<file path="src/hw/rtl/acd_pkg.sv">
// ----------------------------------------------------------------------------
// Audio channel downmix package
// Sample and frame types, configuration indexes and the fixed-point
// constants of the 5.1 to stereo downmix.
// ----------------------------------------------------------------------------
package acd_pkg;

  localparam int unsigned SampleBits = 24;
  localparam int unsigned NumCh      = 8;
  localparam int unsigned CountBits  = 4;
  localparam int unsigned CfgIdxBits = 1;

  // Centre coefficient 0.707 in Q1.15.
  localparam int unsigned CoefBits   = 17;
  localparam logic [15:0] CoefCenter = 16'd23167;

  // Centre product in units of 2^-15 LSB, downmix accumulator in units of 2^-16 LSB.
  localparam int unsigned CprodBits  = SampleBits + CoefBits;
  localparam int unsigned AccBits    = SampleBits + 18;
  localparam int unsigned AccShift   = 16;
  localparam int unsigned SumBits    = SampleBits + 1;

  typedef logic signed [SampleBits-1:0] sample_t;
  typedef logic [CountBits-1:0]         count_t;
  typedef logic [CfgIdxBits-1:0]        cfg_idx_t;

  typedef enum logic [CfgIdxBits-1:0] {
    CFG_SOURCE_CHANNELS = 1'b0,
    CFG_TARGET_CHANNELS = 1'b1
  } cfg_reg_e;

  typedef enum logic [1:0] {
    MODE_GENERIC     = 2'd0,
    MODE_DOWNMIX     = 2'd1,
    MODE_MONO_UP     = 2'd2,
    MODE_STEREO_DOWN = 2'd3
  } mix_mode_e;

  typedef struct packed {
    sample_t in_ch0;
    sample_t in_ch1;
    sample_t in_ch2;
    sample_t in_ch3;
    sample_t in_ch4;
    sample_t in_ch5;
    sample_t in_ch6;
    sample_t in_ch7;
  } frame_in_t;

  typedef struct packed {
    sample_t out_ch0;
    sample_t out_ch1;
    sample_t out_ch2;
    sample_t out_ch3;
    sample_t out_ch4;
    sample_t out_ch5;
    sample_t out_ch6;
    sample_t out_ch7;
  } frame_out_t;

endpackage

</file>
<file path="src/hw/rtl/audio_channel_downmix_unit.sv">
// ----------------------------------------------------------------------------
// Audio channel downmix unit
// Converts one multichannel audio frame per word between channel layouts:
// copy, 5.1 to stereo downmix with saturation, mono to stereo, stereo to
// mono average, and copy with zero padding for every other pair.
// ----------------------------------------------------------------------------
// Channel   Direction  Handshake                  Payload
// in        input      in_valid_i / in_stall_o    in_data_i   (frame_in_t)
// out       output     out_valid_o / out_stall_i  out_data_o  (frame_out_t)
// cfg       input      cfg_we_i                   cfg_idx_i, cfg_wdata_i
//
// Four register stages: input and layout decode, centre multiply, downmix
// sums, saturation and lane select. A word accepted into the input stage
// passes through the multiply and sum stages to the output register, and one
// word is taken per cycle when the output is not stalled.
// Each stage holds its word while the next one is full and stalled, so a
// stall reaches in_stall_o only once every stage is occupied.
// Reset empties the pipeline and sets both channel counts to two.
// ----------------------------------------------------------------------------
module audio_channel_downmix_unit
  import acd_pkg::*;
(
  input  logic       clk_i,
  input  logic       rst_ni,
  input  logic       cfg_we_i,
  input  cfg_idx_t   cfg_idx_i,
  input  count_t     cfg_wdata_i,
  input  logic       in_valid_i,
  output logic       in_stall_o,
  input  frame_in_t  in_data_i,
  output logic       out_valid_o,
  input  logic       out_stall_i,
  output frame_out_t out_data_o
);

  count_t src_cnt_q, dst_cnt_q;
  count_t src_eff, dst_eff;

  sample_t   in_smp [NumCh];
  mix_mode_e mode_d;
  logic [NumCh-1:0] keep_d;

  logic rdy0, rdy1, rdy2, rdy3;

  logic v0_q, v1_q, v2_q, v3_q;
  sample_t smp0_q [NumCh];
  sample_t smp1_q [NumCh];
  sample_t smp2_q [NumCh];
  mix_mode_e mode0_q, mode1_q, mode2_q;
  logic [NumCh-1:0] keep0_q, keep1_q, keep2_q;

  logic signed [CoefBits-1:0]  coef;
  logic signed [CprodBits-1:0] cprod_d, cprod1_q;

  logic signed [AccBits-1:0] acc_l_d, acc_r_d, acc_l2_q, acc_r2_q;
  logic signed [SumBits-1:0] sum_d, sum2_q;

  logic signed [AccBits-AccShift-1:0] sh_l, sh_r;
  sample_t sat_l, sat_r;
  sample_t res_d [NumCh];
  sample_t res_q [NumCh];

  function automatic count_t eff_count(count_t n);
    count_t r;
    r = n;
    if (n == '0) begin
      r = count_t'(1);
    end else if (n > count_t'(NumCh)) begin
      r = count_t'(NumCh);
    end
    return r;
  endfunction

  function automatic sample_t saturate(logic signed [AccBits-AccShift-1:0] v);
    sample_t r;
    r = v[SampleBits-1:0];
    if (v > $signed({{(AccBits-AccShift-SampleBits+1){1'b0}}, {(SampleBits-1){1'b1}}})) begin
      r = {1'b0, {(SampleBits-1){1'b1}}};
    end else if (v < $signed({{(AccBits-AccShift-SampleBits+1){1'b1}},
                              {(SampleBits-1){1'b0}}})) begin
      r = {1'b1, {(SampleBits-1){1'b0}}};
    end
    return r;
  endfunction

  // Configuration registers.
  always_ff @(posedge clk_i or negedge rst_ni) begin
    if (!rst_ni) begin
      src_cnt_q <= count_t'(2);
      dst_cnt_q <= count_t'(2);
    end else if (cfg_we_i) begin
      case (cfg_idx_i)
        CFG_SOURCE_CHANNELS: src_cnt_q <= cfg_wdata_i;
        CFG_TARGET_CHANNELS: dst_cnt_q <= cfg_wdata_i;
        default: ;
      endcase
    end
  end

  // Stage ready chain: a stage may load when it is empty or drains itself.
  assign rdy3       = !v3_q || !out_stall_i;
  assign rdy2       = !v2_q || rdy3;
  assign rdy1       = !v1_q || rdy2;
  assign rdy0       = !v0_q || rdy1;
  assign in_stall_o = !rdy0;

  // Layout decode ahead of stage 0.
  always_comb begin
    in_smp[0] = in_data_i.in_ch0;
    in_smp[1] = in_data_i.in_ch1;
    in_smp[2] = in_data_i.in_ch2;
    in_smp[3] = in_data_i.in_ch3;
    in_smp[4] = in_data_i.in_ch4;
    in_smp[5] = in_data_i.in_ch5;
    in_smp[6] = in_data_i.in_ch6;
    in_smp[7] = in_data_i.in_ch7;

    src_eff = eff_count(src_cnt_q);
    dst_eff = eff_count(dst_cnt_q);

    if (src_eff == count_t'(6) && dst_eff == count_t'(2)) begin
      mode_d = MODE_DOWNMIX;
    end else if (src_eff == count_t'(1) && dst_eff == count_t'(2)) begin
      mode_d = MODE_MONO_UP;
    end else if (src_eff == count_t'(2) && dst_eff == count_t'(1)) begin
      mode_d = MODE_STEREO_DOWN;
    end else begin
      mode_d = MODE_GENERIC;
    end

    for (int i = 0; i < NumCh; i++) begin
      keep_d[i] = (count_t'(i) < src_eff) && (count_t'(i) < dst_eff);
    end
  end

  // Stage 0: input register.
  always_ff @(posedge clk_i or negedge rst_ni) begin
    if (!rst_ni) begin
      v0_q <= 1'b0;
    end else if (rdy0) begin
      v0_q <= in_valid_i;
    end
  end

  always_ff @(posedge clk_i) begin
    if (rdy0 && in_valid_i) begin
      smp0_q  <= in_smp;
      mode0_q <= mode_d;
      keep0_q <= keep_d;
    end
  end

  // Stage 1: centre times 0.707.
  assign coef    = $signed({1'b0, CoefCenter});
  assign cprod_d = CprodBits'(smp0_q[2]) * CprodBits'(coef);

  always_ff @(posedge clk_i or negedge rst_ni) begin
    if (!rst_ni) begin
      v1_q <= 1'b0;
    end else if (rdy1) begin
      v1_q <= v0_q;
    end
  end

  always_ff @(posedge clk_i) begin
    if (rdy1 && v0_q) begin
      smp1_q   <= smp0_q;
      mode1_q  <= mode0_q;
      keep1_q  <= keep0_q;
      cprod1_q <= cprod_d;
    end
  end

  // Stage 2: downmix sums with the rounding half added, and the stereo sum.
  always_comb begin
    acc_l_d = (AccBits'(smp1_q[0]) <<< 16) + (AccBits'(cprod1_q) <<< 1)
            + (AccBits'(smp1_q[4]) <<< 15) + AccBits'(32768);
    acc_r_d = (AccBits'(smp1_q[1]) <<< 16) + (AccBits'(cprod1_q) <<< 1)
            + (AccBits'(smp1_q[5]) <<< 15) + AccBits'(32768);
    sum_d   = SumBits'(smp1_q[0]) + SumBits'(smp1_q[1]) + SumBits'(1);
  end

  always_ff @(posedge clk_i or negedge rst_ni) begin
    if (!rst_ni) begin
      v2_q <= 1'b0;
    end else if (rdy2) begin
      v2_q <= v1_q;
    end
  end

  always_ff @(posedge clk_i) begin
    if (rdy2 && v1_q) begin
      smp2_q   <= smp1_q;
      mode2_q  <= mode1_q;
      keep2_q  <= keep1_q;
      acc_l2_q <= acc_l_d;
      acc_r2_q <= acc_r_d;
      sum2_q   <= sum_d;
    end
  end

  // Stage 3: arithmetic shift floors, then saturation and lane select.
  always_comb begin
    sh_l  = acc_l2_q[AccBits-1:AccShift];
    sh_r  = acc_r2_q[AccBits-1:AccShift];
    sat_l = saturate(sh_l);
    sat_r = saturate(sh_r);
    for (int i = 0; i < NumCh; i++) begin
      res_d[i] = '0;
    end
    case (mode2_q)
      MODE_DOWNMIX: begin
        res_d[0] = sat_l;
        res_d[1] = sat_r;
      end
      MODE_MONO_UP: begin
        res_d[0] = smp2_q[0];
        res_d[1] = smp2_q[0];
      end
      MODE_STEREO_DOWN: begin
        res_d[0] = sum2_q[SumBits-1:1];
      end
      default: begin
        for (int i = 0; i < NumCh; i++) begin
          res_d[i] = keep2_q[i] ? smp2_q[i] : '0;
        end
      end
    endcase
  end

  always_ff @(posedge clk_i or negedge rst_ni) begin
    if (!rst_ni) begin
      v3_q <= 1'b0;
    end else if (rdy3) begin
      v3_q <= v2_q;
    end
  end

  always_ff @(posedge clk_i) begin
    if (rdy3 && v2_q) begin
      res_q <= res_d;
    end
  end

  assign out_valid_o        = v3_q;
  assign out_data_o.out_ch0 = res_q[0];
  assign out_data_o.out_ch1 = res_q[1];
  assign out_data_o.out_ch2 = res_q[2];
  assign out_data_o.out_ch3 = res_q[3];
  assign out_data_o.out_ch4 = res_q[4];
  assign out_data_o.out_ch5 = res_q[5];
  assign out_data_o.out_ch6 = res_q[6];
  assign out_data_o.out_ch7 = res_q[7];

`ifndef SYNTHESIS
  // The input side is stalled only when every stage holds a word.
  a_stall_only_when_full: assert property (@(posedge clk_i) disable iff (!rst_ni)
    in_stall_o |-> (v0_q && v1_q && v2_q && v3_q))
    else $error("input stalled while a pipeline stage is empty");

  // A fresh output word always comes from a valid word in the stage before.
  a_out_from_stage2: assert property (@(posedge clk_i) disable iff (!rst_ni)
    (!v3_q ##1 v3_q) |-> $past(v2_q))
    else $error("output word appeared without a word in the sum stage");

  // A held stage-2 word is not lost while the output is stalled.
  a_stage2_held: assert property (@(posedge clk_i) disable iff (!rst_ni)
    (v2_q && v3_q && out_stall_i) |=> v2_q)
    else $error("sum stage word dropped during an output stall");
`endif

endmodule
</file>
<file path="config.mk">
export PLATFORM = sky130hd
export DESIGN_NAME = audio_channel_downmix_unit
export DESIGN_NICKNAME = d
export VERILOG_FILES = /design/src/hw/rtl/acd_pkg.sv /design/src/hw/rtl/audio_channel_downmix_unit.sv
export SDC_FILE = /design/constraint.sdc
export NUM_CORES = 1
export LEC_CHECK = 0
export BUFFER_PORTS_ARGS = -buffer_cell sky130_fd_sc_hd__buf_2
export CORE_AREA = 2 2 490 297
export DETAILED_ROUTE_END_ITERATION = 6
export DIE_AREA = 0 0 492 299
export PLACE_DENSITY = 0.43
export SETUP_SLACK_MARGIN = 0.05
export SLEW_MARGIN = 20
export SYNTH_ARGS = -nofsm -noshare
export SYNTH_HDL_FRONTEND = slang
export SYNTH_SLANG_ARGS = --single-unit
</file>
<file path="constraint.sdc">
create_clock -name clk_i -period 20.3 [get_ports clk_i]
set_input_delay 6.09 -clock clk_i [delete_from_list [all_inputs] [get_ports clk_i]]
set_output_delay 6.09 -clock clk_i [all_outputs]
set_load 0.01 [all_outputs]
</file>
Word-level counts from Yosys, hierarchy flattened

Index checks and enable logic that the tools add are counted.

Multipliers: 1
$lt $le $gt $ge: 22
Reduce and logical (&&, ||, !) cells: 35
Div/mod/pow operators: 0
Add/sub/neg operators: 8
Shift operators: 0
Eq/ne operators: 8
Muxes and demuxes: 14
Bitwise gates (word level): 7

Operators with widths:

| operator                                                                       | number |
|---|---|
| 24-bit 2-to-1 mux                                                              | 6 |
| 24-bit one-hot mux with 3 select lines                                         | 2 |
| 40-bit by 42-bit adder with 42-bit output                                      | 2 |
| 42-bit by 17-bit adder with 42-bit output, second input constant               | 2 |
| 42-bit by 39-bit adder with 42-bit output                                      | 2 |
| 26-bit by 24-bit > comparator with 1-bit output, second input constant         | 2 |
| 26-bit by 24-bit less-than comparator with 1-bit output, second input constant | 2 |
| 24-bit by 16-bit multiplier with 40-bit output, second input constant          | 1 |
| 3-bit by 4-bit less-than comparator with 1-bit output, first input constant    | 8 |
| 24-bit by 24-bit adder with 25-bit output                                      | 1 |
| 25-bit by 2-bit adder with 25-bit output, second input constant                | 1 |
| 4-bit OR reduction                                                             | 6 |
| 1-bit by 4-bit less-than comparator with 1-bit output, first input constant    | 4 |
| 2-bit by 4-bit less-than comparator with 1-bit output, first input constant    | 4 |
| 4-bit 2-to-1 mux                                                               | 4 |
| 1-bit logical AND                                                              | 15 |
| 4-bit by 1-bit == test with 1-bit output, second input constant                | 2 |
| 4-bit by 2-bit == test with 1-bit output, second input constant                | 2 |
| 4-bit > comparator, second input constant                                      | 2 |
| 4-bit logical NOT                                                              | 2 |
| 1-bit NOT                                                                      | 7 |
| 1-bit logical NOT                                                              | 6 |
| 2-bit == test, second input constant                                           | 2 |
| 4-bit by 3-bit == test with 1-bit output, second input constant                | 1 |
| other kinds (4)                                                                | 9 |

Register bits after elaboration: 960
Memory bits (writable): 0
Bits in read-only memories: 0
Memories kept: 0
Logic and storage cells: 143
Bits in latches: 0
Input bits: 202
Output and inout port bits: 194

Longest topological paths before layout

Gate-level depths: netlist of run 1.

Depth after elaboration: 7
Depth in mapped cells: 24
Mapped depth without buffers: 23

Worst setup path before layout of run 1

No wires, ideal clock.

Kind: input to register
From: input out_stall_i
To: register res_q (netlist bit out_data_o[0]) (enable)
Data required time: 19261 ps
Library setup time: 1039 ps
Path buffers: 0
Arrival time: 19877 ps
Slack: -616 ps
Stages: 1
Cell sequence: a21boi_0

Longest elaborated chain between the ends: 3

Ends and longest elaborated chain:

| item                 | RTL line                          | source |
|---|---|---|
| from (decl)          | audio_channel_downmix_unit.sv:32  | `input logic out_stall_i,` |
| 1-bit logical NOT    | audio_channel_downmix_unit.sv:101 | `assign rdy3 = !v3_q \|\| !out_stall_i;` |
| 1-bit logical OR     | audio_channel_downmix_unit.sv:101 |  |
| 1-bit logical AND    | audio_channel_downmix_unit.sv:240 | `if (rdy3 && v2_q) begin` |
| to (signal assigned) | audio_channel_downmix_unit.sv:241 | `res_q <= res_d;` |
| to (decl)            | audio_channel_downmix_unit.sv:61  | `sample_t res_q [NumCh];` |

Every way passes these cells.
A chain may end at the register's enable or synchronous reset.

Worst setup path in the final report of run 1

From: input out_stall_i
To: output in_stall_o

Longest elaborated chain between the ends: 6

Ends and longest elaborated chain:

| item              | RTL line                          | source |
|---|---|---|
| 1-bit logical NOT | audio_channel_downmix_unit.sv:101 |  |
| 1-bit logical OR  | audio_channel_downmix_unit.sv:101 |  |
| 1-bit logical OR  | audio_channel_downmix_unit.sv:102 | `assign rdy2 = !v2_q \|\| rdy3;` |
| 1-bit logical OR  | audio_channel_downmix_unit.sv:103 | `assign rdy1 = !v1_q \|\| rdy2;` |
| 1-bit logical OR  | audio_channel_downmix_unit.sv:104 | `assign rdy0 = !v0_q \|\| rdy1;` |
| 1-bit logical NOT | audio_channel_downmix_unit.sv:105 | `assign in_stall_o = !rdy0;` |
| to (decl)         | audio_channel_downmix_unit.sv:29  | `output logic in_stall_o,` |

Every way passes these cells.

==> results by group, run 1 <==
Drt
  • Post-DR vias/cell: 4.46
  • DRC: 0
  • TritonRoute pass-1 iters: 7
  • Final ANT Viol Nets: 0
  • Via count: 23200
  • WL final: between 100 and 150 mm
  • Starting DRC count in detailed routing: 1686
  • Drt wl/cell: 21.5 um

Clock network
  • H-tree depth: 3
  • CTS clk-pin slew, worst paths: 0.06 ns
  • Clk buf depth: 3
  • CTS tree: yes
  • TritonCTS Sinks: 912
  • Clock buffer count from CTS: 94
  • Hold buffers post-CTS: 0
  • Resized Gates After CTS: 0
  • Worst skew pair latency: 0.75 ns
  • Clk root buf: clkbuf_16
  • Postcts setup bufs: 0

Timing
  • Unrepaired setup endpoints after global routing: no
  • Setup TNS: 0 ns
  • Setup ws final: around 7.4 ns
  • Fin crit period: 12.91 ns
  • Final Cycle Share: 0.636
  • Final Hold Fails: 0
  • Worst Skew: 0.0697 ns
  • Worst-Margin Slew: 1.05 ns
  • Max_slew headroom: 0.295
  • Setup violations, final: 0
  • Maximum clock frequency: 77.4 MHz
  • Pins Over Slew Limit: 0

GRT
  • Vias in the first global route: 23500
  • Largest net degree at the start of global routing: 145
  • Total GRT Usage: 0.152
  • Global route overflow: 0
  • Global-route wire length before repair: approximately 160 mm
  • Initial antenna violation count: 8

Floorplanning
  • # IOs: 396
  • Die ar.: about 0.15 mm^2
  • Chip height: 299 um
  • Core Footprint: 0.143 mm^2
  • Initial Util: 0.297
  • Die width: a little under 500 um
  • Rows: 108

Synthesis
  • Flops & latches, synth: roughly 910
  • Post-synthesis simple-gate area fraction: 0.0611
  • Synth unique cells: 71
  • Ys async rst share: 0.0132
  • Synth Area per Inst: 15.5 um^2
  • Cells after synthesis: 2740
  • Ys Warns: 0
  • Synth top area cells: edfxtp_1 64%, fa_1 11%, ha_1 7.0%
  • Xor and xnor fraction of the mapped netlist area: 0.0208
  • Top FF cell, synth: edfxtp_1
  • Post-synthesis adder-cell area fraction: 0.184
  • Compound-Gate Fraction of Synth Area: 0.0569
  • Largest family of logic cells by synthesized area: adder cells
  • Net Count, Synth: 3423
  • Synth top area share: 0.635
  • Post-synth top area cell: edfxtp_1
  • Post-synthesis sequential area ratio: 0.642
  • Mux cell area share after synthesis: 0.00235
  • Cell area after synthesis: 0.0426 mm^2
  • Number of synthesized flops with an enable pin: 900

Final layout
  • Fillers: roughly 14000
  • Share of layout cells above drive strength 1: 0.191
  • Design area: roughly 0.05 mm^2
  • Area of the multi-input gates: 0.0139 mm^2
  • Layout Nets: 3875
  • P&R area growth vs syn: 17.9%
  • Final Util: 0.350
  • Register area: approximately 0.027 mm^2

Power and ir drop
  • Leak: 20.2 nW
  • Cell Pwr Density: 189 mW/mm^2
  • NetSw: 3.88 mW
  • Internal power: 5.60 mW
  • VDD IR-drop max: 0.000200 V
  • Clk pwr share: 0.188
  • Logic pwr share: 0.510
  • Register share of total power: 0.302
  • Switching part of the total: 0.409

Placement
  • Setup WS pre-CTS: 7.40 ns
  • Port buffer count: 395
  • Post-DP HPWL: 79.9 mm
  • Post-placement cell area: 0.0470 mm^2
  • Routability Congestion: between 0.8 and 0.9

Hold path
  • Hold WC Path Type: reg2reg

Critical path
  • CP Launch Type: input pin
  • Crit path DAT: 6.82 ns
  • Required time of the critical path: 14.21 ns
  • Crit path capture type: primary output
  • Crit Path Class: in2out
  • Critical-path maximum fanout: 4

Flow run
  • Max-Cap Viols: 0

Status
  • Outcome: finished clean
[synthesized netlist by cell type (all sizes together), types with 5 or more instances]
library cell,instances
edfxtp,900
inv,303
fa,242
ha,239
and3,153
nor2,116
a21oi,107
o21ai,92
nand2,81
xnor2,65
clkbuf,62
nand3,38
a21o,36
xor2,36
nand2b,33
a222oi,24
or2,21
o21a,17
nor2b,15
nor3,13
o21bai,13
a31oi,10
dfrtp,10
nand4,10
a211oi,8
mux2,8
o31ai,7
and2,6
o211ai,6
or3,5
[cells in the final DEF, fill, tap and decap left out, types with 21 or more instances in the layout]
cell and instances:
ha_1 236, fa_1 242, o21ai_0 88, nand3_1 38
buf_2 395, inv_1 303, edfxtp_1 900, xor2_1 36
buf_4 24, a21oi_1 107, or2_2 21, nand2_1 81
nand2b_1 33, a222oi_1 24, clkbuf_16 94, a21o_1 36
xnor2_1 65, nor2_1 115, and3_1 153
[final timing paths]
kind	startpoint	endpoint	slack [ns]	cells after the start
worst max-delay path	out_stall_i	in_stall_o	7.39	5
min in group asynchronous	rst_ni	dst_cnt_q[3]	5.23	1
max in group asynchronous	rst_ni	src_cnt_q[1]	14.80	1
worst min register to register	smp0_q[12]	smp1_q[12]	0.38	0
worst min-delay path	smp0_q[12]	smp1_q[12]	0.38	0
worst max register to register	smp0_q[131]	cprod1_q[38]	13.40	19
[area by class of cell]
cell class / instances / share of cell area
clock buffers: 114 / 0.0490
inverters: 303 / 0.0227
diodes: 2 / 0.0000997
repair buffers: 422 / 0.0441
flip-flops and latches: 912 / 0.544
well taps: 1925 / 0.0480
multi-input cells: 1459 / 0.277
clock inverters: 64 / 0.0148
[flip-flops by register name, summed over array words and instances (netlist names), 4 cells and up]
| register | flops |
|---|---|
| sum2_q | 24 |
| acc_r2_q | 26 |
| dst_cnt_q | 4 |
| src_cnt_q | 4 |
| cprod1_q | 26 |
| keep0_q | 8 |
| keep2_q | 8 |
| smp1_q | 192 |
| keep1_q | 8 |
| acc_l2_q | 26 |
| smp2_q | 192 |
| smp0_q | 192 |
| out_data_o | 192 |
[stage by stage]
| stage | power [mW] | hold slack, ns | instances |
|---|---|---|---|
| 6_report | 9.48 | 0.381 | 5201 |
| 5_1_grt | 10.3 | 0.383 | 5199 |
| 2_1_floorplan | 6.35 | 0.400 | 2740 |
| 3_3_place_gp | 7.76 | 0.400 | 5020 |
| 4_1_cts | 9.61 | 0.379 | 5198 |
| 3_5_place_dp | 7.77 | 0.405 | 5020 |
[critical path, stage by stage]
cell and delay (ns):
buf_2 0.12, and3_1 0.27, nand3_1 0.15, inv_1 0.08, buf_2 0.12
[routing by layer]
layer  share of wire  wire, um  up-vias  GRT usage
met4           0.015      1700        8     0.0272
met3           0.049      5440      131     0.0293
met5         0.00047        53        -          0
met1            0.50     56400    11700      0.231
met2            0.43     48300      510      0.225
li1                -         -    10800          -
[power groups by stage]
stage / combinational [mW] / clock [mW] / sequential (mW)
floorplan: 3.45 / 0 / 2.90
global placement: 4.86 / 0 / 2.91
detailed placement: 4.87 / 0 / 2.90
CTS: 4.90 / 1.85 / 2.87
global route: 5.50 / 1.92 / 2.89
finish: 4.84 / 1.78 / 2.86
[kinds of logic (layout without fill, tap and decap cells)]
family,Yosys count,in the layout
AO/OA/AOI/OAI,365,365
XOR/XNOR,101,101
adder cells (fa/ha/maj),481,481
buffers and inverters,369,903
flip-flops,912,912
multiplexers,9,9
other,1,3
AND/OR/NAND/NOR,502,502
Note: power is estimated with default switching activity, not from simulation.
==> inputs of run 2 (changes only) <==
==> constraint.sdc (replaced) <==
create_clock -name clk_i -period 13 [get_ports clk_i]
set_input_delay 3.9 -clock clk_i [delete_from_list [all_inputs] [get_ports clk_i]]
set_output_delay 3.9 -clock clk_i [all_outputs]
set_load 0.01 [all_outputs]
==> results by group, run 2 (synthesis results as in run 1) <==
Critical path
  • CP Launch Point: out_stall_i (unchanged)
  • RR Endpoint: cprod1_q[38] (unchanged)
  • Crit-path slowest cell: and3_1 (unchanged)
  • Worst reg2reg setup slack: 5.85 ns (was 13.40 ns)
  • CP Cell Sequence: buf_2 > and3_1 > nand3_1 > inv_1 > buf_2 (unchanged)
  • Required time of the critical path: 9.10 ns (was 14.21 ns)
  • Critical-path maximum fanout: 4 (unchanged)
  • CP Launch Type: input pin (unchanged)
  • Crit Path Class: in2out (unchanged)
  • Crit path capture type: primary output (unchanged)
  • Crit path max-delay family: simple AND/OR/NAND/NOR gates (unchanged)
  • WP buf/inv: 3 (unchanged)
  • Crit path DAT: 4.64 ns (was 6.82 ns)
  • R2R depth: 20 (was 19)
  • CP most frequent cell: buf_2 (unchanged)
  • Reg-to-Reg Start: smp0_q[143] (was smp0_q[131])
  • CP max stage delay: 0.26 ns (was 0.27 ns)

Timing
  • Worst Skew: 0.0642 ns (was 0.0697 ns)
  • Setup TNS: 0 ns (unchanged)
  • Fin crit period: 8.54 ns
  • Pins Over Slew Limit: 0 (unchanged)
  • Setup violations, final: 0 (unchanged)
  • Max_slew headroom: 0.313 (was 0.295)
  • Fin Hold WS: 0.392 ns (was 0.381 ns)
  • Unrepaired setup endpoints after global routing: no (unchanged)
  • Final Hold Fails: 0 (unchanged)
  • Worst-Margin Slew: 1.03 ns (was 1.05 ns)
  • Final Cycle Share: 0.657
  • Maximum clock frequency: between 100 and 150 MHz

Hold path
  • WHS Path Cells: 0 (unchanged)
  • Hold WC Path Type: reg2reg (unchanged)
  • Min-delay src: smp0_q[166] (was smp0_q[12])
  • Hold EP: smp1_q[166] (was smp1_q[12])

Clock network
  • TritonCTS Sinks: 912 (unchanged)
  • CTS tree: yes (unchanged)
  • Worst skew pair latency: 0.71 ns (was 0.75 ns)
  • Postcts setup bufs: 0 (unchanged)
  • Clk root buf: clkbuf_16 (unchanged)
  • H-tree depth: 3 (unchanged)
  • Hold buffers post-CTS: 0 (unchanged)
  • Clk buf depth: 3 (unchanged)
  • Resized Gates After CTS: 0 (unchanged)
  • Clock buffer count from CTS: 93 (was 94)
  • CTS clk-pin slew, worst paths: 0.07 ns (was 0.06 ns)

Placement
  • Post-DP HPWL: 81.1 mm (was 79.9 mm)
  • Port buffer count: 395 (unchanged)
  • Routability Congestion: 0.839 (was 0.844)
  • DP Cell Count: 5019 (was 5020)

Final layout
  • Layout Cells excl Fill: 5193 (was 5201)
  • Most common cell after layout, fill and taps aside: edfxtp_1 (unchanged)
  • Share of layout cells above drive strength 1: 0.189 (was 0.191)
  • P&R area growth vs syn: 17.8% (was 17.9%)
  • Layout Nets: 3872 (was 3875)
  • Most frequent cells in the layout: 900 x edfxtp_1, 395 x buf_2, 303 x inv_1 (unchanged)
  • Final Util: 0.350 (about the same)

GRT
  • Global-route wire length before repair: 164 mm (was 163 mm)
  • Total GRT Usage: 0.152 (about the same)
  • Vias in the first global route: 23300 (was 23500)
  • Largest net degree at the start of global routing: 143 (was 145)
  • Initial antenna violation count: 13 (was 8)
  • Global route overflow: 0 (unchanged)

Power and ir drop
  • Leak: 20.2 nW (about the same)
  • Cell Pwr Density: 295 mW/mm^2 (was 189 mW/mm^2)
  • Pwr Total: 14.8 mW (was 9.48 mW)
  • VDD IR-drop max: 0.000336 V (was 0.000200 V)

Floorplanning
  • # IOs: 396 (unchanged)
  • Chip height: 299 um (unchanged)
  • Die ar.: 0.147 mm^2 (unchanged)
  • Rows: 108 (unchanged)
  • Core Footprint: 0.143 mm^2 (unchanged)
  • Die width: 492 um (unchanged)
  • Initial Util: 0.297 (unchanged)

Status
  • Outcome: finished clean (unchanged)

Drt
  • Starting DRC count in detailed routing: 1883 (was 1686)
  • TritonRoute pass-1 iters: 6 (was 7)
  • Via count: 23200 (about the same)
  • Final ANT Viol Nets: 0 (unchanged)
  • DRC: 0 (unchanged)
  • Post-DR vias/cell: 4.46 (about the same)
  • Drt wl/cell: 21.6 um (was 21.5 um)
  • WL final: 112 mm (about the same)

Flow run
  • Max-Cap Viols: 0 (unchanged)
==> run 2: worst reg2reg max path, stage by stage (launching register included) <==
cell and delay [ns]:
edfxtp_1 0.73, buf_4 0.59, inv_1 0.30, fa_1 0.55, fa_1 0.55, inv_1 0.05, fa_1 0.52, fa_1 0.45
fa_1 0.55, inv_1 0.05, fa_1 0.53, inv_1 0.04, ha_1 0.33, a21o_1 0.19, a21o_1 0.17, a21oi_1 0.25
nor2_1 0.08, a211oi_1 0.37, o311ai_4 0.21, a41oi_2 0.24, xnor2_1 0.10
==> run 2: how the worst max path moves through the flow <==
stage / to / slack (ns) / cells past startpoint
2_1_floorplan: acc_l2_q[16] / 1.18 / 2
3_3_place_gp: in_stall_o / 4.45 / 5
3_5_place_dp: in_stall_o / 4.46 / 5
4_1_cts: in_stall_o / 4.46 / 5
5_1_grt: in_stall_o / 4.41 / 5
6_report: in_stall_o / 4.46 / 5
==> run 2: final cells by class <==
cell class              count  area (um^2)
flip-flops and latches    912        27300
well taps                1925         2410
repair buffers            420         2190
clock buffers             104         2370
inverters                 303         1140
fillers                 13900        93100
diodes                      1         2.50
clock inverters            69          776
multi-input cells        1459        13900
==> run 2: routing by layer <==
metal	up-vias	track usage	wire, um
met4	2	0.0290	1750
li1	10800	-	-
met2	549	0.217	47200
met1	11700	0.237	57400
met3	130	0.0286	5830
met5	-	0	12
==> run 2: through the flow <==
| step | area, um^2 | setup WS (ns) |
|---|---|---|
| finish | 50100 | 4.46 |
| global route | 50100 | 4.41 |
| CTS | 50100 | 4.46 |
| detailed placement | 47000 | 4.46 |
| global placement | 47000 | 4.45 |
| floorplan | 42600 | 1.18 |
==> run 2: power breakdown <==
part / switching (mW) / internal, mW / leakage [nW]
clock network: 1.24 / 1.54 / 1.50
registers: 0.295 / 4.18 / 8.94
logic: 4.50 / 3.03 / 9.73
